$ cat src/hw/rtl/assert_macros.svh
// Assertion macros for the RTL files that check themselves (here the cursor engine).
`ifndef ASSERT_MACROS_SVH
`define ASSERT_MACROS_SVH

// Clocked check, disabled while reset is held.
`define ASSERT_CLK(label, prop, msg) \
  label: assert property (@(posedge clk) disable iff (!rst_n) prop) else $error(msg);

// Clocked check that also holds during reset.
`define ASSERT_ALWAYS(label, prop, msg) \
  label: assert property (@(posedge clk) prop) else $error(msg);

`endif

$ cat src/hw/rtl/tcce_pkg.sv
// Constants and codes of the text console cursor engine.
package tcce_pkg;

  localparam int COLUMNS = 80;
  localparam int ROWS    = 25;

  localparam int COL_W  = 7;
  localparam int ROW_W  = 5;
  localparam int UNIT_W = 8;
  localparam int CNT_W  = 8;
  localparam int CODE_W = 8;
  localparam int CLR_W  = 8;
  localparam int FUNC_W = 2;
  localparam int IDX_W  = 2;

  localparam logic [UNIT_W-1:0] COLUMNS_U = UNIT_W'(COLUMNS);
  localparam logic [UNIT_W-1:0] ROWS_U    = UNIT_W'(ROWS);
  localparam logic [COL_W-1:0]  COL_LAST  = COL_W'(COLUMNS - 1);
  localparam logic [ROW_W-1:0]  ROW_LAST  = ROW_W'(ROWS - 1);

  localparam logic [CODE_W-1:0] CODE_NEWLINE   = 8'd10;
  localparam logic [CODE_W-1:0] CODE_BACKSPACE = 8'd8;
  localparam logic [CODE_W-1:0] CODE_TAB       = 8'd9;

  localparam logic [FUNC_W-1:0] FUNC_PUT  = 2'd0;
  localparam logic [FUNC_W-1:0] FUNC_SET  = 2'd1;
  localparam logic [FUNC_W-1:0] FUNC_BACK = 2'd2;

  localparam logic [IDX_W-1:0] CFG_TEXT_COLOR = 2'd0;
  localparam logic [IDX_W-1:0] CFG_BACK_COLOR = 2'd1;

  localparam logic [CLR_W-1:0] TEXT_COLOR_RST = 8'd15;
  localparam logic [CLR_W-1:0] BACK_COLOR_RST = 8'd0;

  localparam logic [UNIT_W-1:0] UNIT_ZERO    = '0;
  localparam logic [UNIT_W-1:0] UNIT_INC     = UNIT_W'(1);
  localparam logic [UNIT_W-1:0] UNIT_DEC     = '1;
  localparam logic [UNIT_W-1:0] UNIT_NO_LIM  = '1;

endpackage

$ cat src/hw/rtl/tcce_if.sv
// Request, result and config channels of the text console cursor engine.
interface tcce_in_if;
  logic                             valid;
  logic                             ready;
  logic [tcce_pkg::FUNC_W-1:0]      func;
  logic [tcce_pkg::CODE_W-1:0]      char_code;
  logic signed [tcce_pkg::UNIT_W-1:0] target_col;
  logic signed [tcce_pkg::UNIT_W-1:0] target_row;
  logic [tcce_pkg::CNT_W-1:0]       back_count;

  modport source (output valid, func, char_code, target_col, target_row, back_count,
                  input ready);
  modport sink   (input valid, func, char_code, target_col, target_row, back_count,
                  output ready);
endinterface

interface tcce_out_if;
  logic                        valid;
  logic                        ready;
  logic                        draw_glyph;
  logic [tcce_pkg::CODE_W-1:0] glyph_code;
  logic [tcce_pkg::COL_W-1:0]  glyph_col;
  logic [tcce_pkg::ROW_W-1:0]  glyph_row;
  logic [tcce_pkg::CLR_W-1:0]  glyph_fg;
  logic [tcce_pkg::CLR_W-1:0]  glyph_bg;
  logic                        scroll_request;
  logic [tcce_pkg::COL_W-1:0]  cursor_col;
  logic [tcce_pkg::ROW_W-1:0]  cursor_row;

  modport source (output valid, draw_glyph, glyph_code, glyph_col, glyph_row, glyph_fg,
                         glyph_bg, scroll_request, cursor_col, cursor_row,
                  input ready);
  modport sink   (input valid, draw_glyph, glyph_code, glyph_col, glyph_row, glyph_fg,
                        glyph_bg, scroll_request, cursor_col, cursor_row,
                  output ready);
endinterface

interface tcce_cfg_if;
  logic                        valid;
  logic                        ready;
  logic [tcce_pkg::IDX_W-1:0]  reg_index;
  logic [tcce_pkg::CLR_W-1:0]  wdata;

  modport source (output valid, reg_index, wdata, input ready);
  modport sink   (input valid, reg_index, wdata, output ready);
endinterface

$ cat src/hw/rtl/text_console_cursor_engine.sv
// Top level of the text console cursor engine: sequencer, shared step unit, result register.
//
//   channel  dir  handshake          carries
//   in_ch    in   valid/ready        func, char_code, target_col/row, back_count
//   out_ch   out  valid/ready        glyph draw request, scroll request, cursor
//   cfg_ch   in   valid/ready (=1)   reg_index, wdata (text and back colors)
//
// Sequencer path from request to result register: backspace, tab and the unused selector
// go straight to DONE; a plain draw steps the column (COL_INC), a newline the row (ROW_INC),
// a wrapping draw both; a set cursor checks the column (CHK_COL), then if in range the row
// (CHK_ROW); a move back steps the column (BK_COL) once per count and the row (BK_ROW) on
// each wrap to the row above, since the one adder/compare unit handles the column and then,
// on a wrap, the row. The next request is taken once the result is loaded. Reset sets the
// cursor and colors to their reset values and clears the control state. A stalled result
// holds in the output register; a finished command waits in its last state until that register frees up.
`include "assert_macros.svh"

module text_console_cursor_engine (
  input  logic         clk,
  input  logic         rst_n,
  tcce_in_if.sink      in_ch,
  tcce_out_if.source   out_ch,
  tcce_cfg_if.sink     cfg_ch
);

  // Sequencer codes
  localparam logic [2:0] S_IDLE    = 3'd0;
  localparam logic [2:0] S_COL_INC = 3'd1;
  localparam logic [2:0] S_ROW_INC = 3'd2;
  localparam logic [2:0] S_CHK_COL = 3'd3;
  localparam logic [2:0] S_CHK_ROW = 3'd4;
  localparam logic [2:0] S_BK_COL  = 3'd5;
  localparam logic [2:0] S_BK_ROW  = 3'd6;
  localparam logic [2:0] S_DONE    = 3'd7;

  logic [2:0] state_r, state_nxt;

  // Cursor and colors
  logic [tcce_pkg::COL_W-1:0] col_r, col_nxt;
  logic [tcce_pkg::ROW_W-1:0] row_r, row_nxt;
  logic [tcce_pkg::CLR_W-1:0] text_color_r;
  logic [tcce_pkg::CLR_W-1:0] back_color_r;

  // Command held while it is worked on
  logic [tcce_pkg::UNIT_W-1:0] tcol_r, tcol_nxt;
  logic [tcce_pkg::UNIT_W-1:0] trow_r, trow_nxt;
  logic [tcce_pkg::CNT_W-1:0]  cnt_r, cnt_nxt;
  logic                        draw_r, draw_nxt;
  logic                        scroll_r, scroll_nxt;
  logic [tcce_pkg::CODE_W-1:0] gcode_r, gcode_nxt;
  logic [tcce_pkg::COL_W-1:0]  gcol_r, gcol_nxt;
  logic [tcce_pkg::ROW_W-1:0]  grow_r, grow_nxt;
  logic [tcce_pkg::CLR_W-1:0]  gfg_r, gfg_nxt;
  logic [tcce_pkg::CLR_W-1:0]  gbg_r, gbg_nxt;

  // Result register
  logic                        ovalid_r;
  logic                        odraw_r;
  logic [tcce_pkg::CODE_W-1:0] ocode_r;
  logic [tcce_pkg::COL_W-1:0]  ogcol_r;
  logic [tcce_pkg::ROW_W-1:0]  ogrow_r;
  logic [tcce_pkg::CLR_W-1:0]  ofg_r;
  logic [tcce_pkg::CLR_W-1:0]  obg_r;
  logic                        oscroll_r;
  logic [tcce_pkg::COL_W-1:0]  ocol_r;
  logic [tcce_pkg::ROW_W-1:0]  orow_r;

  // Shared step unit: one add, one compare against a limit, one zero test
  logic [tcce_pkg::UNIT_W-1:0] unit_a, unit_add, unit_lim, unit_res;
  logic                        unit_ge, unit_zero;

  logic in_acc, out_load;

  assign in_ch.ready  = (state_r == S_IDLE);
  assign in_acc       = in_ch.valid && in_ch.ready;
  assign out_load     = (state_r == S_DONE) && (!ovalid_r || out_ch.ready);
  assign cfg_ch.ready = 1'b1;

  // Select the unit's operands for the current step.
  always_comb begin
    unit_a   = tcce_pkg::UNIT_ZERO;
    unit_add = tcce_pkg::UNIT_ZERO;
    unit_lim = tcce_pkg::UNIT_NO_LIM;
    unique case (state_r)
      S_COL_INC: begin
        unit_a   = tcce_pkg::UNIT_W'(col_r);
        unit_add = tcce_pkg::UNIT_INC;
        unit_lim = tcce_pkg::COLUMNS_U;
      end
      S_ROW_INC: begin
        unit_a   = tcce_pkg::UNIT_W'(row_r);
        unit_add = tcce_pkg::UNIT_INC;
        unit_lim = tcce_pkg::ROWS_U;
      end
      S_CHK_COL: begin
        unit_a   = tcol_r;
        unit_lim = tcce_pkg::COLUMNS_U;
      end
      S_CHK_ROW: begin
        unit_a   = trow_r;
        unit_lim = tcce_pkg::ROWS_U;
      end
      S_BK_COL: begin
        unit_a   = tcce_pkg::UNIT_W'(col_r);
        unit_add = tcce_pkg::UNIT_DEC;
      end
      S_BK_ROW: begin
        unit_a   = tcce_pkg::UNIT_W'(row_r);
        unit_add = tcce_pkg::UNIT_DEC;
      end
      default: begin
      end
    endcase
  end

  // Negative targets read as 128 or more, so they fail the limit compare too.
  assign unit_res  = unit_a + unit_add;
  assign unit_ge   = (unit_res >= unit_lim);
  assign unit_zero = (unit_a == tcce_pkg::UNIT_ZERO);

  // Sequencer
  always_comb begin
    state_nxt  = state_r;
    col_nxt    = col_r;
    row_nxt    = row_r;
    tcol_nxt   = tcol_r;
    trow_nxt   = trow_r;
    cnt_nxt    = cnt_r;
    draw_nxt   = draw_r;
    scroll_nxt = scroll_r;
    gcode_nxt  = gcode_r;
    gcol_nxt   = gcol_r;
    grow_nxt   = grow_r;
    gfg_nxt    = gfg_r;
    gbg_nxt    = gbg_r;
    unique case (state_r)
      S_IDLE: begin
        if (in_acc) begin
          // Start every command with an empty glyph and no scroll.
          draw_nxt   = 1'b0;
          scroll_nxt = 1'b0;
          gcode_nxt  = '0;
          gcol_nxt   = '0;
          grow_nxt   = '0;
          gfg_nxt    = '0;
          gbg_nxt    = '0;
          tcol_nxt   = in_ch.target_col;
          trow_nxt   = in_ch.target_row;
          cnt_nxt    = in_ch.back_count;
          state_nxt  = S_DONE;
          unique case (in_ch.func)
            tcce_pkg::FUNC_PUT: begin
              case (in_ch.char_code) inside
                tcce_pkg::CODE_NEWLINE: begin
                  col_nxt   = '0;
                  state_nxt = S_ROW_INC;
                end
                tcce_pkg::CODE_BACKSPACE, tcce_pkg::CODE_TAB: begin
                  state_nxt = S_DONE;
                end
                default: begin
                  draw_nxt  = 1'b1;
                  gcode_nxt = in_ch.char_code;
                  gcol_nxt  = col_r;
                  grow_nxt  = row_r;
                  gfg_nxt   = text_color_r;
                  gbg_nxt   = back_color_r;
                  state_nxt = S_COL_INC;
                end
              endcase
            end
            tcce_pkg::FUNC_SET:  state_nxt = S_CHK_COL;
            tcce_pkg::FUNC_BACK: begin
              if (in_ch.back_count != '0) begin
                state_nxt = S_BK_COL;
              end
            end
            default: state_nxt = S_DONE;
          endcase
        end
      end
      S_COL_INC: begin
        // Wrap to the next row at the right edge.
        if (unit_ge) begin
          col_nxt   = '0;
          state_nxt = S_ROW_INC;
        end else begin
          col_nxt   = unit_res[tcce_pkg::COL_W-1:0];
          state_nxt = S_DONE;
        end
      end
      S_ROW_INC: begin
        // Past the last row: hold on it and ask for a scroll.
        if (unit_ge) begin
          row_nxt    = tcce_pkg::ROW_LAST;
          scroll_nxt = 1'b1;
        end else begin
          row_nxt = unit_res[tcce_pkg::ROW_W-1:0];
        end
        state_nxt = S_DONE;
      end
      S_CHK_COL: begin
        state_nxt = unit_ge ? S_DONE : S_CHK_ROW;
      end
      S_CHK_ROW: begin
        if (!unit_ge) begin
          col_nxt = tcol_r[tcce_pkg::COL_W-1:0];
          row_nxt = trow_r[tcce_pkg::ROW_W-1:0];
        end
        state_nxt = S_DONE;
      end
      S_BK_COL: begin
        cnt_nxt = cnt_r - tcce_pkg::CNT_W'(1);
        if (unit_zero) begin
          col_nxt   = tcce_pkg::COL_LAST;
          state_nxt = S_BK_ROW;
        end else begin
          col_nxt   = unit_res[tcce_pkg::COL_W-1:0];
          state_nxt = (cnt_r == tcce_pkg::CNT_W'(1)) ? S_DONE : S_BK_COL;
        end
      end
      S_BK_ROW: begin
        // Row 0 stays on row 0.
        if (!unit_zero) begin
          row_nxt = unit_res[tcce_pkg::ROW_W-1:0];
        end
        state_nxt = (cnt_r == '0) ? S_DONE : S_BK_COL;
      end
      S_DONE: begin
        if (out_load) begin
          state_nxt = S_IDLE;
        end
      end
      default: state_nxt = S_IDLE;
    endcase
  end

  always_ff @(posedge clk) begin
    if (!rst_n) begin
      state_r <= S_IDLE;
      col_r   <= '0;
      row_r   <= '0;
    end else begin
      state_r <= state_nxt;
      col_r   <= col_nxt;
      row_r   <= row_nxt;
    end
  end

  // Command payload needs no reset.
  always_ff @(posedge clk) begin
    tcol_r   <= tcol_nxt;
    trow_r   <= trow_nxt;
    cnt_r    <= cnt_nxt;
    draw_r   <= draw_nxt;
    scroll_r <= scroll_nxt;
    gcode_r  <= gcode_nxt;
    gcol_r   <= gcol_nxt;
    grow_r   <= grow_nxt;
    gfg_r    <= gfg_nxt;
    gbg_r    <= gbg_nxt;
  end

  // Color registers; drop writes to unknown indexes.
  always_ff @(posedge clk) begin
    if (!rst_n) begin
      text_color_r <= tcce_pkg::TEXT_COLOR_RST;
      back_color_r <= tcce_pkg::BACK_COLOR_RST;
    end else if (cfg_ch.valid && cfg_ch.ready) begin
      unique case (cfg_ch.reg_index)
        tcce_pkg::CFG_TEXT_COLOR: text_color_r <= cfg_ch.wdata;
        tcce_pkg::CFG_BACK_COLOR: back_color_r <= cfg_ch.wdata;
        default: begin
        end
      endcase
    end
  end

  // Result register: load when free or being taken, clear when taken.
  always_ff @(posedge clk) begin
    if (!rst_n) begin
      ovalid_r <= 1'b0;
    end else if (out_load) begin
      ovalid_r <= 1'b1;
    end else if (out_ch.ready) begin
      ovalid_r <= 1'b0;
    end
  end

  always_ff @(posedge clk) begin
    if (out_load) begin
      odraw_r   <= draw_r;
      ocode_r   <= gcode_r;
      ogcol_r   <= gcol_r;
      ogrow_r   <= grow_r;
      ofg_r     <= gfg_r;
      obg_r     <= gbg_r;
      oscroll_r <= scroll_r;
      ocol_r    <= col_r;
      orow_r    <= row_r;
    end
  end

  assign out_ch.valid          = ovalid_r;
  assign out_ch.draw_glyph     = odraw_r;
  assign out_ch.glyph_code     = ocode_r;
  assign out_ch.glyph_col      = ogcol_r;
  assign out_ch.glyph_row      = ogrow_r;
  assign out_ch.glyph_fg       = ofg_r;
  assign out_ch.glyph_bg       = obg_r;
  assign out_ch.scroll_request = oscroll_r;
  assign out_ch.cursor_col     = ocol_r;
  assign out_ch.cursor_row     = orow_r;

  // Checks
  `ASSERT_CLK(a_busy_after_req, in_acc |=> !in_ch.ready,
              "engine took a request while busy")
  `ASSERT_CLK(a_cursor_in_grid,
              (col_r <= tcce_pkg::COL_LAST) && (row_r <= tcce_pkg::ROW_LAST),
              "cursor left the grid")
  `ASSERT_CLK(a_no_draw_zero,
              (ovalid_r && !odraw_r) |-> (ocode_r == '0 && ofg_r == '0 && obg_r == '0 &&
                                          ogcol_r == '0 && ogrow_r == '0),
              "glyph fields set without a draw")
  `ASSERT_CLK(a_scroll_pos,
              (ovalid_r && oscroll_r) |-> (orow_r == tcce_pkg::ROW_LAST && ocol_r == '0),
              "scroll with cursor off the last row start")

endmodule
$ cat src/flat_wrapper.sv
// flat-port wrapper written by rule: the top's interface ports become plain ports
module text_console_cursor_engine_flat 
  (clk, rst_n, in_ch_valid, in_ch_func, in_ch_char_code, in_ch_target_col, in_ch_target_row, in_ch_back_count, in_ch_ready, out_ch_valid, out_ch_draw_glyph, out_ch_glyph_code, out_ch_glyph_col, out_ch_glyph_row, out_ch_glyph_fg, out_ch_glyph_bg, out_ch_scroll_request, out_ch_cursor_col, out_ch_cursor_row, out_ch_ready, cfg_ch_valid, cfg_ch_reg_index, cfg_ch_wdata, cfg_ch_ready);
  tcce_in_if in_ch_i ();
  tcce_out_if out_ch_i ();
  tcce_cfg_if cfg_ch_i ();
  input  logic clk;
  input  logic rst_n;
  input wire logic [$bits(in_ch_i.valid)-1:0] in_ch_valid;
  input wire logic [$bits(in_ch_i.func)-1:0] in_ch_func;
  input wire logic [$bits(in_ch_i.char_code)-1:0] in_ch_char_code;
  input wire logic [$bits(in_ch_i.target_col)-1:0] in_ch_target_col;
  input wire logic [$bits(in_ch_i.target_row)-1:0] in_ch_target_row;
  input wire logic [$bits(in_ch_i.back_count)-1:0] in_ch_back_count;
  output wire logic [$bits(in_ch_i.ready)-1:0] in_ch_ready;
  output wire logic [$bits(out_ch_i.valid)-1:0] out_ch_valid;
  output wire logic [$bits(out_ch_i.draw_glyph)-1:0] out_ch_draw_glyph;
  output wire logic [$bits(out_ch_i.glyph_code)-1:0] out_ch_glyph_code;
  output wire logic [$bits(out_ch_i.glyph_col)-1:0] out_ch_glyph_col;
  output wire logic [$bits(out_ch_i.glyph_row)-1:0] out_ch_glyph_row;
  output wire logic [$bits(out_ch_i.glyph_fg)-1:0] out_ch_glyph_fg;
  output wire logic [$bits(out_ch_i.glyph_bg)-1:0] out_ch_glyph_bg;
  output wire logic [$bits(out_ch_i.scroll_request)-1:0] out_ch_scroll_request;
  output wire logic [$bits(out_ch_i.cursor_col)-1:0] out_ch_cursor_col;
  output wire logic [$bits(out_ch_i.cursor_row)-1:0] out_ch_cursor_row;
  input wire logic [$bits(out_ch_i.ready)-1:0] out_ch_ready;
  input wire logic [$bits(cfg_ch_i.valid)-1:0] cfg_ch_valid;
  input wire logic [$bits(cfg_ch_i.reg_index)-1:0] cfg_ch_reg_index;
  input wire logic [$bits(cfg_ch_i.wdata)-1:0] cfg_ch_wdata;
  output wire logic [$bits(cfg_ch_i.ready)-1:0] cfg_ch_ready;
  assign in_ch_i.valid = in_ch_valid;
  assign in_ch_i.func = in_ch_func;
  assign in_ch_i.char_code = in_ch_char_code;
  assign in_ch_i.target_col = in_ch_target_col;
  assign in_ch_i.target_row = in_ch_target_row;
  assign in_ch_i.back_count = in_ch_back_count;
  assign in_ch_ready = in_ch_i.ready;
  assign out_ch_valid = out_ch_i.valid;
  assign out_ch_draw_glyph = out_ch_i.draw_glyph;
  assign out_ch_glyph_code = out_ch_i.glyph_code;
  assign out_ch_glyph_col = out_ch_i.glyph_col;
  assign out_ch_glyph_row = out_ch_i.glyph_row;
  assign out_ch_glyph_fg = out_ch_i.glyph_fg;
  assign out_ch_glyph_bg = out_ch_i.glyph_bg;
  assign out_ch_scroll_request = out_ch_i.scroll_request;
  assign out_ch_cursor_col = out_ch_i.cursor_col;
  assign out_ch_cursor_row = out_ch_i.cursor_row;
  assign out_ch_i.ready = out_ch_ready;
  assign cfg_ch_i.valid = cfg_ch_valid;
  assign cfg_ch_i.reg_index = cfg_ch_reg_index;
  assign cfg_ch_i.wdata = cfg_ch_wdata;
  assign cfg_ch_ready = cfg_ch_i.ready;
  text_console_cursor_engine u_core (.clk(clk), .rst_n(rst_n), .in_ch(in_ch_i), .out_ch(out_ch_i), .cfg_ch(cfg_ch_i));
endmodule
$ cat config.mk
export PLATFORM = sky130hd
export DESIGN_NAME = text_console_cursor_engine_flat
export DESIGN_NICKNAME = d
export VERILOG_FILES = /design/src/hw/rtl/tcce_pkg.sv /design/src/hw/rtl/tcce_if.sv /design/src/hw/rtl/text_console_cursor_engine.sv /design/src/flat_wrapper.sv
export VERILOG_INCLUDE_DIRS = /design/src /design/src/hw/rtl
export SDC_FILE = /design/constraint.sdc
export NUM_CORES = 1
export LEC_CHECK = 0
export BUFFER_PORTS_ARGS = -buffer_cell sky130_fd_sc_hd__buf_4
export CORE_MARGIN = 2
export CORE_UTILIZATION = 35
export CTS_CLUSTER_DIAMETER = 120
export DETAILED_ROUTE_END_ITERATION = 8
export PLACE_DENSITY = 0.63
export SLEW_MARGIN = 0
export SYNTH_ARGS = -nofsm -noshare
export SYNTH_HDL_FRONTEND = slang
export SYNTH_SLANG_ARGS = --single-unit
$ cat constraint.sdc
create_clock -name clk -period 7.3 [get_ports clk]
set_clock_uncertainty 0.2 [all_clocks]
set_input_delay 2.19 -clock clk [delete_from_list [all_inputs] [get_ports clk]]
set_output_delay 2.19 -clock clk [all_outputs]
set_load 0.005 [all_outputs]
---- Word level (Yosys, flattened, before mapping) ----
Cells that the tools add are included.
storage, ports and cells
  bits in registers ....................... 144
  input bits .............................. 49
  output and inout bits ................... 53
  word-level logic and storage cells ...... 116
cells by class
  add/sub/neg operators ................... 2
  $lt $le $gt $ge ......................... 1
  eq/ne operators ......................... 21
  multiplexer cells ....................... 34
  bitwise gates (word level) .............. 1
  reductions and logical operators ........ 32
operator list
  operator               number
  $pmux W8 S2            3
  $mux W7                6
  $pmux W8 S4            1
  $pmux W7 S4            1
  $eq A8 B4 Y1 const B   3
  $pmux W3 S7            1
  $mux W3                6
  $logic_not A8 Y1       2
  $reduce_or A2 Y1       8
  $mux W5                3
  $pmux W5 S3            1
  $eq A3 B3 Y1 const B   4
  $ne A2 B2 Y1 const B   5
  $reduce_and A2 Y1      5
  $pmux W3 S3            1
  $add A8 B8 Y8          1
  $eq A8 B1 Y1 const B   1
  $ge A8 B8 Y1           1
  $mux W2                4
  $mux W8                1
  $reduce_bool A8 Y1     1
  $sub A8 B1 Y8 const B  1
  $eq A3 B2 Y1 const B   2
  $reduce_and A3 Y1      2
  other kinds (17)       27

---- Depth between registers and ports, before layout ----
Gate-level depths: netlist of run 1.
  depth after elaboration ................. 7
  depth in mapped cells ................... 22
  depth with buffers taken out ............ 19

---- Worst setup path before layout of run 1 ----
No wires, ideal clock.
  path type ............................... input -> register
  from .................................... input out_ch_ready
  to ...................................... register u_core.ocol_r (netlist bit u_core.out_ch.cursor_col[0]) (enable)
  library setup time ...................... 458 ps
  arrival time ............................ 4,357 ps
  path slack .............................. 2,286 ps
  stages on the path ...................... 2
  path buffers ............................ 0
  path through ............................ nor2b_1 > nor2_1
between the ends
  cells in the longest elaborated chain, start to end .. 2
RTL lines
  element               line                               text
  start, declared       flat_wrapper.sv:26                 input wire logic [$bits(out_ch_i.ready)-1:0] out_ch_ready;
  $logic_or A1 B1 Y1    text_console_cursor_engine.sv:76   assign out_load = (state_r == S_DONE) && (!ovalid_r || out_ch.ready);
  $logic_and A1 B1 Y1   text_console_cursor_engine.sv:76
  via u_core.out_load   text_console_cursor_engine.sv:72   logic in_acc, out_load;
  end signal, assigned  text_console_cursor_engine.sv:299  ocol_r <= col_r;
  end, declared         text_console_cursor_engine.sv:65   logic [tcce_pkg::COL_W-1:0] ocol_r;
The timed path passes the listed nets, and every way through them passes these cells.
A chain may end at the register's enable or synchronous reset.

---- Worst setup path in the final report of run 1 ----
  from .................................... register u_core.state_r[0]
  to ...................................... register u_core.col_r[6] (netlist bit)
between the ends
  cells in the longest elaborated chain, start to end .. 7
  elaborated cells on any way between the ends .. 29
  classes of those cells .................. add/sub: 1; order compare: 1; eq/ne: 10; mux: 6; reduce/logical: 11
RTL lines
  element                                                  line                               text
  start, declared                                          text_console_cursor_engine.sv:36   logic [2:0] state_r, state_nxt;
  start signal, assigned                                   text_console_cursor_engine.sv:244  state_r <= state_nxt;
  $eq A3 B2 Y1, or another cell as far along               text_console_cursor_engine.sv:84   unique case (state_r)
  $reduce_or A2 Y1 (no source line)                        -
  $pmux W8 S4 / $pmux W8 S2 (equally long branches)        text_console_cursor_engine.sv:84
  $add A8 B8 Y8                                            text_console_cursor_engine.sv:117  assign unit_res = unit_a + unit_add;
  $ge A8 B8 Y1                                             text_console_cursor_engine.sv:118  assign unit_ge = (unit_res >= unit_lim);
  $mux W7 / $ne A2 B2 Y1 (equally long branches)           -
  $pmux W7 S4 / $reduce_and A5 Y1 (equally long branches)  -
  end signal, assigned                                     text_console_cursor_engine.sv:245  col_r <= col_nxt;
  end, declared                                            text_console_cursor_engine.sv:39   logic [tcce_pkg::COL_W-1:0] col_r, col_nxt;
Several ways; a longest one is shown, not always the timed one.

==> impl_metrics.py, run 1 <==
metrics = {
    "place": {
        "placed_cells": 816,
        "post_dp_cell_area_um2": 7388,
        "hpwlAfterDp_mm": 10.13,
        "gp_congestion": 0.8336,
        "dp_slack_ns": 1.721,
        "io_buffers": 100,
    },
    "detailed_routing": {
        "drtIter0Drc": 300,
        "wl_mm": 14.03,
        "post_drt_wl_per_cell_um": 16.54,
        "drc": 0,
        "ant_nets": 0,
        "first_pass_iters": 5,
        "vias": 4254,
        "vias_per_cell": 5.017,
    },
    "cts": {
        "clk_path_buf_depth": 2,
        "cts_root_buffer": "clkbuf_16",
        "cts_hold_buffers": 0,
        "cts_tree": "yes",
        "cts_buffers": 17,
        "clk_latency_ns": 0.41,
        "clkSinkCount": 144,
        "h-tree-depth": 4,
        "cts_setup_buffers": 0,
        "clk_pin_slew_ns": 0.06,
        "cts_resized": 0,
    },
    "finish": {
        "fill_cells": 1613,
        "nNetsFinal": 680,
        "design_area_um2": 8000,
        "multi_input_area_um2": 2253,
        "n_antenna_cell": 0,
        "drive_above_1_share_pct": 23.91,
        "seqCellArea_um2": 4004,
        "fin_cells": 848,
        "area_growth_pct": 24.83,
        "finish.utilization_pct": 44.54,
    },
    "setup_path": {
        "critPathMaxStageDelay_ns": 0.77,
        "crit_required_ns": 7.46,
        "cp_top_family": "compound AO/OA/AOI/OAI gates",
        "path_buf_inv": 2,
        "arrival_ns": 5.84,
        "startpoint_type": "register",
        "critPathKind": "register to register",
        "r2r_slack_ns": 1.62,
        "worst_setup_path_end_kind": "register",
        "crit_slowest_cell": "a21boi_1",
        "cp_cell_sequence": "inv_1 -> ha_1 -> and2_1 -> buf_4 -> o21ai_0 -> nand3_1 -> ha_1 -> fa_1 -> a21o_1 -> a21oi_1 -> o21bai_1 -> a21oi_1 -> xnor2_1 -> ha_1 -> a21o_1 -> a21oi_1 -> a21boi_1 -> a21oi_1 -> nor3_1 -> a221o_1",
        "crit_fanout": 20,
        "worst_path_most_repeated_cell": "a21oi_1",
    },
    "power": {
        "ir_worst_vdd_mv": 0.2073,
        "total_power_mw": 3.016,
        "p_leak_nw": 3.119,
        "powerDensity_nw_per_um2": 377.0,
    },
    "status": {
        "status": "finished, final reports clean",
    },
    "global_routing": {
        "grt_pass1_vias": 4205,
        "grt_usage_pct": 14.82,
        "grt_pass1_wl_mm": 22.42,
        "antenna_found_initial": 0,
        "grt_max_degree": 51,
        "grt_overflow": 0,
    },
    "timing": {
        "tightest_slew_ns": 1.172,
        "setup_slack_ns": 1.618,
        "whs_ns": 0.2160,
        "setup_viol": 0,
        "final_hold_viol_count": 0,
        "fmax_mhz": 176.0,
        "slew_headroom_pct": 21.38,
        "fin_crit_sh_pct": 77.84,
        "rsz0062_at_grt": "false",
        "setup_tns_ns": 0,
        "final-max-slew-violation-count": 0,
        "period_minus_slack_ns": 5.682,
    },
    "die": {
        "initial_core_util_pct": 35.68,
        "io_pins": 102,
        "die_area_um2": 19410,
        "core_um2": 17960,
        "chipHeight_um": 139.3,
        "die-width_um": 139.3,
        "num_rows": 49,
    },
    "synthesis": {
        "synth_common_cells": "edfxtp_1, and2_1, nand2_1",
        "yosysWarnings": 0,
        "ys_types": 64,
        "synth_area_um2": 6409,
        "syn-num-nets": 578,
        "ys_ff_latch": 144,
        "synthCells": 504,
        "synth_top_area_share_pct": 52.48,
        "synth_top_flop_cell": "edfxtp_1",
        "yosysTopAreaCell": "edfxtp_1",
        "yosysSeqAreaShare_pct": 62.48,
        "synth.most_common_cell": "edfxtp_1",
        "synth-async-reset-ratio_pct": 0,
        "netlist_top_cells_area": "edfxtp_1, dfxtp_1, ha_1, and2_1, mux2i_1",
        "synth_edf_count": 112,
        "avgSynthCellArea_um2": 12.72,
    },
    "flow_run": {
        "drv_cap": 0,
    },
    "min_path": {
        "holdCritPathClass": "register to register",
    },
}
final cells by class:
class / instances / share of cell area (%)
clock buffer: 20 / 5.708
clock inverter: 12 / 1.939
inverter: 17 / 0.7976
multi-input combinational: 322 / 28.17
sequential: 144 / 50.05
tap: 229 / 3.581
timing repair buffer: 104 / 9.759
flip-flops by register name, indices dropped and copies added, names as in the netlist, 3 cells and up:
| name | count |
|---|---|
| u_core.back_color_r | 8 |
| u_core.cnt_r | 8 |
| u_core.col_r | 7 |
| u_core.gbg_r | 8 |
| u_core.gcode_r | 8 |
| u_core.gcol_r | 7 |
| u_core.gfg_r | 8 |
| u_core.grow_r | 5 |
| u_core.out_ch.cursor_col | 7 |
| u_core.out_ch.cursor_row | 5 |
| u_core.out_ch.glyph_bg | 8 |
| u_core.out_ch.glyph_code | 8 |
| u_core.out_ch.glyph_col | 7 |
| u_core.out_ch.glyph_fg | 8 |
| u_core.out_ch.glyph_row | 5 |
| u_core.row_r | 5 |
| u_core.state_r | 3 |
| u_core.tcol_r | 8 |
| u_core.text_color_r | 8 |
| u_core.trow_r | 8 |
cell families (layout without fill, tap and decap cells):
family	Yosys count	count (layout)	synth area share, %
AND/OR/NAND/NOR	153	153	13.41
flip-flops	144	144	62.48
AO/OA/AOI/OAI	113	113	12.03
buffers and inverters	38	153	2.538
adder cells (fa/ha/maj)	25	25	4.998
multiplexers	18	18	2.850
XOR/XNOR	12	12	1.640
other	1	1	0.05851
metal layers:
metal	share of wire (%)	routed length [um]	GRT usage, %
met1	44	6222	19.04
met2	49	6876	24.69
met3	5.4	764	3.785
met4	1.1	161	4.572
met5	0	0	0
power by group:
group          internal (mW)  total, mW  switching (mW)  leakage (nW)
logic                  0.365      0.969           0.603          1.53
clock network          0.558      0.888           0.330         0.299
registers               1.07       1.16          0.0896          1.29
total                   1.99       3.02            1.02          3.12
layout by cell type, fill, tap and decap left out, types with 3 or more instances in the layout:
master / netlist / routed
o2111ai_1: 3 / 3
nand2_1: 37 / 37
a211oi_1: 4 / 4
edfxtp_1: 112 / 112
nand3b_1: 4 / 4
nand3_1: 14 / 14
xor2_1: 3 / 3
mux2i_1: 16 / 16
dfxtp_1: 32 / 32
nor2_1: 14 / 13
nor3_1: 3 / 3
o21ai_0: 32 / 32
inv_1: 17 / 16
o211a_1: 3 / 3
bufinv_16: 0 / 3
buf_4: 2 / 104
and2_1: 39 / 39
nand2b_1: 4 / 4
o21bai_1: 3 / 3
a31oi_1: 4 / 4
nor2b_1: 15 / 15
nand4_1: 3 / 3
clkbuf_16: 0 / 17
a221o_1: 3 / 3
a21oi_1: 21 / 21
inv_6: 0 / 4
xnor2_1: 9 / 9
or4_1: 3 / 3
nor4_1: 5 / 5
a22o_1: 7 / 7
o211ai_1: 4 / 4
ha_1: 24 / 24
a21o_1: 6 / 6
final timing paths:
path,endpoint,cells past startpoint,from
worst max-delay path,u_core.col_r[6],20,u_core.state_r[0]
worst min-delay path,u_core.out_ch.glyph_bg[3],0,u_core.gbg_r[3]
worst max register to register,u_core.col_r[6],20,u_core.state_r[0]
worst min register to register,u_core.out_ch.glyph_bg[3],0,u_core.gbg_r[3]
worst register-to-register path, cell delays in order (launching register included):
cell      delay, ns
dfxtp_1        0.40
inv_1          0.09
ha_1           0.29
and2_1         0.26
buf_4          0.24
o21ai_0        0.10
nand3_1        0.16
ha_1           0.26
fa_1           0.41
a21o_1         0.17
a21oi_1        0.22
o21bai_1       0.09
a21oi_1        0.17
xnor2_1        0.20
ha_1           0.30
a21o_1         0.16
a21oi_1        0.19
a21boi_1       0.77
a21oi_1        0.36
nor3_1         0.39
a221o_1        0.20
Power figures use the tool's default switching activity.
==> inputs of run 2 (changes only) <==
==> constraint.sdc (replaced) <==
create_clock -name clk -period 5.8 [get_ports clk]
set_clock_uncertainty 0.2 [all_clocks]
set_input_delay 1.74 -clock clk [delete_from_list [all_inputs] [get_ports clk]]
set_output_delay 1.74 -clock clk [all_outputs]
set_load 0.005 [all_outputs]
==> run 2 against run 1 <==
Core utilization is 0.13 points higher. First-iteration DRC count is 15% higher. Die area stayed put. Critical endpoint unchanged. Sequential power is 26% higher. Combinational power is 30% higher. Flip-flop and latch count stayed put. Largest cell class unchanged.
==> impl_metrics.py, run 2 (synthesis results as in run 1) <==
metrics = {
    "cts": {
        "cts_resized": 0,
        "cts_root_buffer": "clkbuf_16",
        "clk_path_buf_depth": 2,
        "cts_buffers": 17,
        "cts_tree": "yes",
        "clkSinkCount": 144,
        "h-tree-depth": 4,
        "cts_hold_buffers": 0,
        "clk_pin_slew_ns": 0.06,
        "cts_setup_buffers": 0,
        "clk_latency_ns": 0.42,
    },
    "setup_path": {
        "critPathKind": "register to register",
        "crit_required_ns": 5.91,
        "reg2reg_depth": 20,
        "worst_setup_path_end_kind": "register",
        "crit_fanout": 12,
        "crit_slowest_cell": "and2_1",
        "startpoint_type": "register",
        "arrival_ns": 5.37,
        "critPathMaxStageDelay_ns": 0.49,
        "cp_cell_sequence": "inv_1 -> ha_1 -> and2_1 -> o21ai_0 -> nand3_1 -> ha_1 -> a21o_1 -> a21oi_1 -> o21ai_0 -> a21o_1 -> a21oi_1 -> xnor2_1 -> ha_1 -> nand3_1 -> nor3_1 -> a21boi_1 -> buf_4 -> a21oi_1 -> nor3_1 -> a221o_1",
    },
    "die": {
        "die-width_um": 139.3,
        "chipHeight_um": 139.3,
        "initial_core_util_pct": 35.68,
        "core_um2": 17960,
        "num_rows": 49,
        "io_pins": 102,
        "die_area_um2": 19410,
    },
    "power": {
        "p_clk_share_pct": 29.1,
        "p_comb_share_pct": 32.8,
        "powerDensity_nw_per_um2": 477.7,
        "internal-power_mw": 2.524,
        "p_sw_mw": 1.308,
        "p_leak_nw": 3.131,
        "ir_worst_vdd_mv": 0.2485,
        "pwr-share-seq_pct": 38.0,
        "sw_frac_of_total_pct": 34.14,
    },
    "min_path": {
        "min_path_cells": 0,
        "holdCritPathClass": "register to register",
    },
    "finish": {
        "fin_cells": 851,
        "area_growth_pct": 25.19,
        "final_common_cell": "edfxtp_1",
        "fill_cells": 1652,
        "drive_above_1_share_pct": 24.44,
        "finish.utilization_pct": 44.66,
        "nNetsFinal": 683,
        "n_antenna_cell": 0,
        "final_cell_mix": "edfxtp_1, buf_4, and2_1, nand2_1",
        "design_area_um2": 8023,
    },
    "detailed_routing": {
        "vias_per_cell": 5.113,
        "routed.top_layer": "met4",
        "post_drt_wl_per_cell_um": 17.05,
        "drc": 0,
        "wl_mm": 14.51,
        "vias": 4351,
        "route.met3.wl_um": 959,
        "ant_nets": 0,
        "first_pass_iters": 5,
        "wl_met1_mm": 6.219,
        "drtIter0Drc": 346,
        "wl_met2_mm": 7.020,
    },
    "flow_run": {
        "drv_cap": 0,
    },
    "timing": {
        "setup_tns_ns": 0,
        "slew_headroom_pct": 21.35,
        "fin_crit_sh_pct": 90.75,
        "period_minus_slack_ns": 5.264,
        "final-max-slew-violation-count": 0,
        "rsz0062_at_grt": "false",
        "fmax_mhz": 190.0,
        "tightest_slew_ns": 1.173,
        "final_hold_viol_count": 0,
        "setup_viol": 0,
    },
    "place": {
        "hpwlAfterDp_mm": 10.54,
        "io_buffers": 100,
        "placed_cells": 819,
        "post_dp_cell_area_um2": 7411,
        "gp_congestion": 0.8979,
    },
    "global_routing": {
        "grt_pass1_wl_mm": 23.07,
        "grt_max_degree": 36,
        "grt_overflow": 0,
        "grt_usage_pct": 15.24,
        "grt_pass1_vias": 4366,
        "antenna_found_initial": 0,
    },
    "status": {
        "status": "finished, final reports clean",
    },
}
-- run 2: changes by cell type in the layout (fill, tap and decap cells not counted), sizes merged --
cell and change:
clkinvlp +1, buf +3, inv -2, clkinv +1
-- run 2: final timing paths --
check | from | slack (ns) | to
max reg2reg | u_core.state_r[0] | 0.54 | u_core.col_r[6]
min reg2reg | u_core.scroll_r | 0.21 | u_core.out_ch.scroll_request
min | u_core.scroll_r | 0.21 | u_core.out_ch.scroll_request
max | u_core.state_r[0] | 0.54 | u_core.col_r[6]
-- run 2: per-stage QoR --
step	hold slack (ns)	setup slack, ns	power, mW
final	0.2105	0.5365	3.832
after global routing	0.2138	0.2092	4.050
after CTS	0.2145	0.6349	3.848
after detailed placement	0.2045	0.7239	2.721
after global placement	0.2009	0.9900	2.698
after floorplan	0.2003	1.217	2.313
-- run 2: worst max-delay path, delay by kind of cell, from the launching register on --
| family | cells | cell delay (ns) |
|---|---|---|
| AO/OA/AOI/OAI | 9 | 2.12 |
| XOR/XNOR | 1 | 0.10 |
| adder cells (fa/ha/maj) | 3 | 0.89 |
| buffers and inverters | 2 | 0.30 |
| flip-flops | 1 | 0.35 |
| AND/OR/NAND/NOR | 5 | 1.22 |
-- run 2: final cells by class --
| cell class | instances | area [um^2] | area share (%) |
|---|---|---|---|
| flip-flops and latches | 144 | 4004 | 49.91 |
| multi-input cells | 322 | 2253 | 28.09 |
| repair buffers | 107 | 803.3 | 10.01 |
| clock buffers | 20 | 456.7 | 5.692 |
| well taps | 229 | 286.5 | 3.571 |
| clock inverters | 12 | 155.1 | 1.934 |
| inverters | 17 | 63.81 | 0.7954 |
-- run 2: layer usage --
| layer | track usage, % | vias to the layer above |
|---|---|---|
| li1 | - | 2082 |
| met1 | 18.96 | 2075 |
| met2 | 24.69 | 169 |
| met3 | 4.577 | 25 |
| met4 | 6.592 | 0 |
| met5 | 0 | - |
-- run 2: power by group through the flow --
stage	logic, mW	clock network, mW	registers [mW]
final	1.26	1.12	1.46
after global routing	1.39	1.18	1.48
after CTS	1.25	1.14	1.46
after detailed placement	1.24	0	1.48
after global placement	1.22	0	1.47
after floorplan	0.879	0	1.43
==> inputs of run 3 (changes only) <==
--- a/config.mk
+++ b/config.mk
@@ -7,10 +7,12 @@
 export NUM_CORES = 1
 export LEC_CHECK = 0
 export BUFFER_PORTS_ARGS = -buffer_cell sky130_fd_sc_hd__buf_4
+export CAP_MARGIN = 10
 export CORE_MARGIN = 2
 export CORE_UTILIZATION = 35
 export CTS_CLUSTER_DIAMETER = 120
 export DETAILED_ROUTE_END_ITERATION = 8
+export GPL_TIMING_DRIVEN = 0
 export PLACE_DENSITY = 0.63
 export SLEW_MARGIN = 0
 export SYNTH_ARGS = -nofsm -noshare
==> constraint.sdc (replaced) <==
create_clock -name clk -period 6.1 [get_ports clk]
set_clock_uncertainty 0.2 [all_clocks]
set_input_delay 1.83 -clock clk [delete_from_list [all_inputs] [get_ports clk]]
set_output_delay 1.83 -clock clk [all_outputs]
set_load 0.005 [all_outputs]
==> run 3 against run 2 <==
Worst hold slack better by 0.0049 ns. Combinational power about the same. Routed wire length up 3.7%. First-iteration DRC count down 10%. Non-clock buffer count up 15. Die area unchanged. Total power down 6.2%. Global-route usage up 0.32 points. Critical path depth up 1. Sequential power down 5%. Flip-flop and latch count unchanged. Critical path type unchanged. Critical endpoint is now u_core.col_r[0].
==> impl_metrics.py, run 3 (synthesis results as in run 1) <==
metrics = {
    "status": {
        "status": "finished, final reports clean",
    },
    "power": {
        "ir_worst_vdd_mv": 0.2582,
        "p_leak_nw": 3.129,
        "total_power_mw": 3.596,
        "powerDensity_nw_per_um2": 446.9,
    },
    "setup_path": {
        "crit_required_ns": 6.21,
        "critPathMaxStageDelay_ns": 0.70,
        "crit_slowest_cell": "a21oi_1",
        "startpoint_type": "register",
        "arrival_ns": 5.87,
        "critPathKind": "register to register",
        "worst_setup_path_end_kind": "register",
        "crit_fanout": 10,
        "cp_cell_sequence": "inv_1 -> ha_1 -> and2_1 -> buf_2 -> buf_2 -> clkbuf_1 -> o21ai_0 -> nand3_1 -> ha_1 -> a21oi_1 -> o21ai_0 -> a21o_1 -> a21oi_1 -> xnor2_1 -> ha_1 -> nand3_1 -> nor3_1 -> a21boi_1 -> a21oi_1 -> nor3_1 -> a221o_1",
    },
    "cts": {
        "cts_setup_buffers": 0,
        "h-tree-depth": 4,
        "clk_pin_slew_ns": 0.06,
        "cts_buffers": 17,
        "cts_hold_buffers": 0,
        "cts_root_buffer": "clkbuf_16",
        "cts_tree": "yes",
        "cts_resized": 0,
        "clk_path_buf_depth": 2,
        "clkSinkCount": 144,
        "clk_latency_ns": 0.42,
    },
    "finish": {
        "nNetsFinal": 698,
        "fin_cells": 866,
        "seqCellArea_um2": 4004,
        "n_antenna_cell": 0,
        "drive_above_1_share_pct": 23.39,
        "fill_cells": 1639,
        "multi_input_area_um2": 2250,
        "area_growth_pct": 25.58,
        "design_area_um2": 8048,
        "final_cell_mix": "edfxtp_1, buf_4, and2_1, nand2_1",
        "final_common_cell": "edfxtp_1",
    },
    "die": {
        "initial_core_util_pct": 35.68,
        "io_pins": 102,
        "chipHeight_um": 139.3,
        "die-width_um": 139.3,
        "core_um2": 17960,
        "die_area_um2": 19410,
        "num_rows": 49,
    },
    "global_routing": {
        "grt_usage_pct": 15.56,
        "antenna_found_initial": 0,
        "grt_max_degree": 36,
        "grt_pass1_wl_mm": 23.34,
        "grt_overflow": 0,
        "grt_pass1_vias": 4477,
    },
    "detailed_routing": {
        "vias": 4384,
        "ant_nets": 0,
        "drc": 0,
        "drtIter0Drc": 311,
        "first_pass_iters": 6,
        "vias_per_cell": 5.062,
        "post_drt_wl_per_cell_um": 17.38,
        "wl_mm": 15.05,
    },
    "flow_run": {
        "drv_cap": 0,
    },
    "timing": {
        "period_minus_slack_ns": 5.764,
        "fin_crit_sh_pct": 94.49,
        "final_hold_viol_count": 0,
        "fmax_mhz": 173.5,
        "setup_viol": 0,
        "slew_headroom_pct": 45.88,
        "tightest_slew_ns": 0.8119,
        "setup_tns_ns": 0,
        "whs_ns": 0.2154,
        "final-max-slew-violation-count": 0,
        "rsz0062_at_grt": "false",
    },
    "place": {
        "gp_congestion": 0.9766,
        "placed_cells": 834,
        "hpwlAfterDp_mm": 11.18,
        "io_buffers": 99,
        "post_dp_cell_area_um2": 7493,
    },
    "min_path": {
        "holdCritPathClass": "register to register",
    },
}
[run 3: cell types whose count changed in the layout (fill, tap and decap cells not counted), sizes merged]
cell	before	now
clkbuf	20	36
buf	107	109
inv	19	18
bufinv	3	1
[run 3: final cells by class]
cell class	count	share of cell area, %
Multi-Input combinational cell	322	27.95
Clock buffer	23	5.815
Sequential cell	144	49.75
Timing Repair Buffer	101	9.826
Tap cell	229	3.560
Buffer	21	1.228
Inverter	17	0.7929
Clock inverter	9	1.073
[run 3: critical path, delay by kind of cell (launching register included)]
| family | cells | cell delay [ns] |
|---|---|---|
| flops | 1 | 0.35 |
| buf+inv | 4 | 1.17 |
| compound gates | 8 | 2.08 |
| simple gates | 5 | 0.79 |
| fa+ha+maj | 3 | 0.91 |
| xor+xnor | 1 | 0.15 |
[run 3: worst paths after layout]
path | from | depth (start not counted) | endpoint | slack [ns]
setup / recovery | u_core.state_r[0] | 21 | u_core.col_r[0] | 0.34
hold / removal | u_core.scroll_r | 0 | u_core.out_ch.scroll_request | 0.22
setup reg to reg | u_core.state_r[0] | 21 | u_core.col_r[0] | 0.34
hold reg to reg | u_core.scroll_r | 0 | u_core.out_ch.scroll_request | 0.22
[run 3: routing by layer]
layer / track usage [%] / share of wire (%) / vias to the layer above
li1: - / - / 2125
met1: 18.36 / 42 / 2069
met2: 26.21 / 49 / 162
met3: 5.265 / 6.4 / 28
met4: 6.114 / 2.4 / 0
met5: 0 / 0 / -
[run 3: where the power goes]
part           internal, mW  switching [mW]
clock network         0.582           0.386
logic                 0.469           0.783
registers              1.28          0.0958
total                  2.33            1.27
[run 3: metrics by stage]
stage	utilization [%]	setup WS (ns)
after CTS	44.80	0.4899
after detailed placement	41.71	0.5185
after global placement	41.41	0.5048
after floorplan	-	1.446
after global routing	44.80	0.09213
final	44.80	0.3363
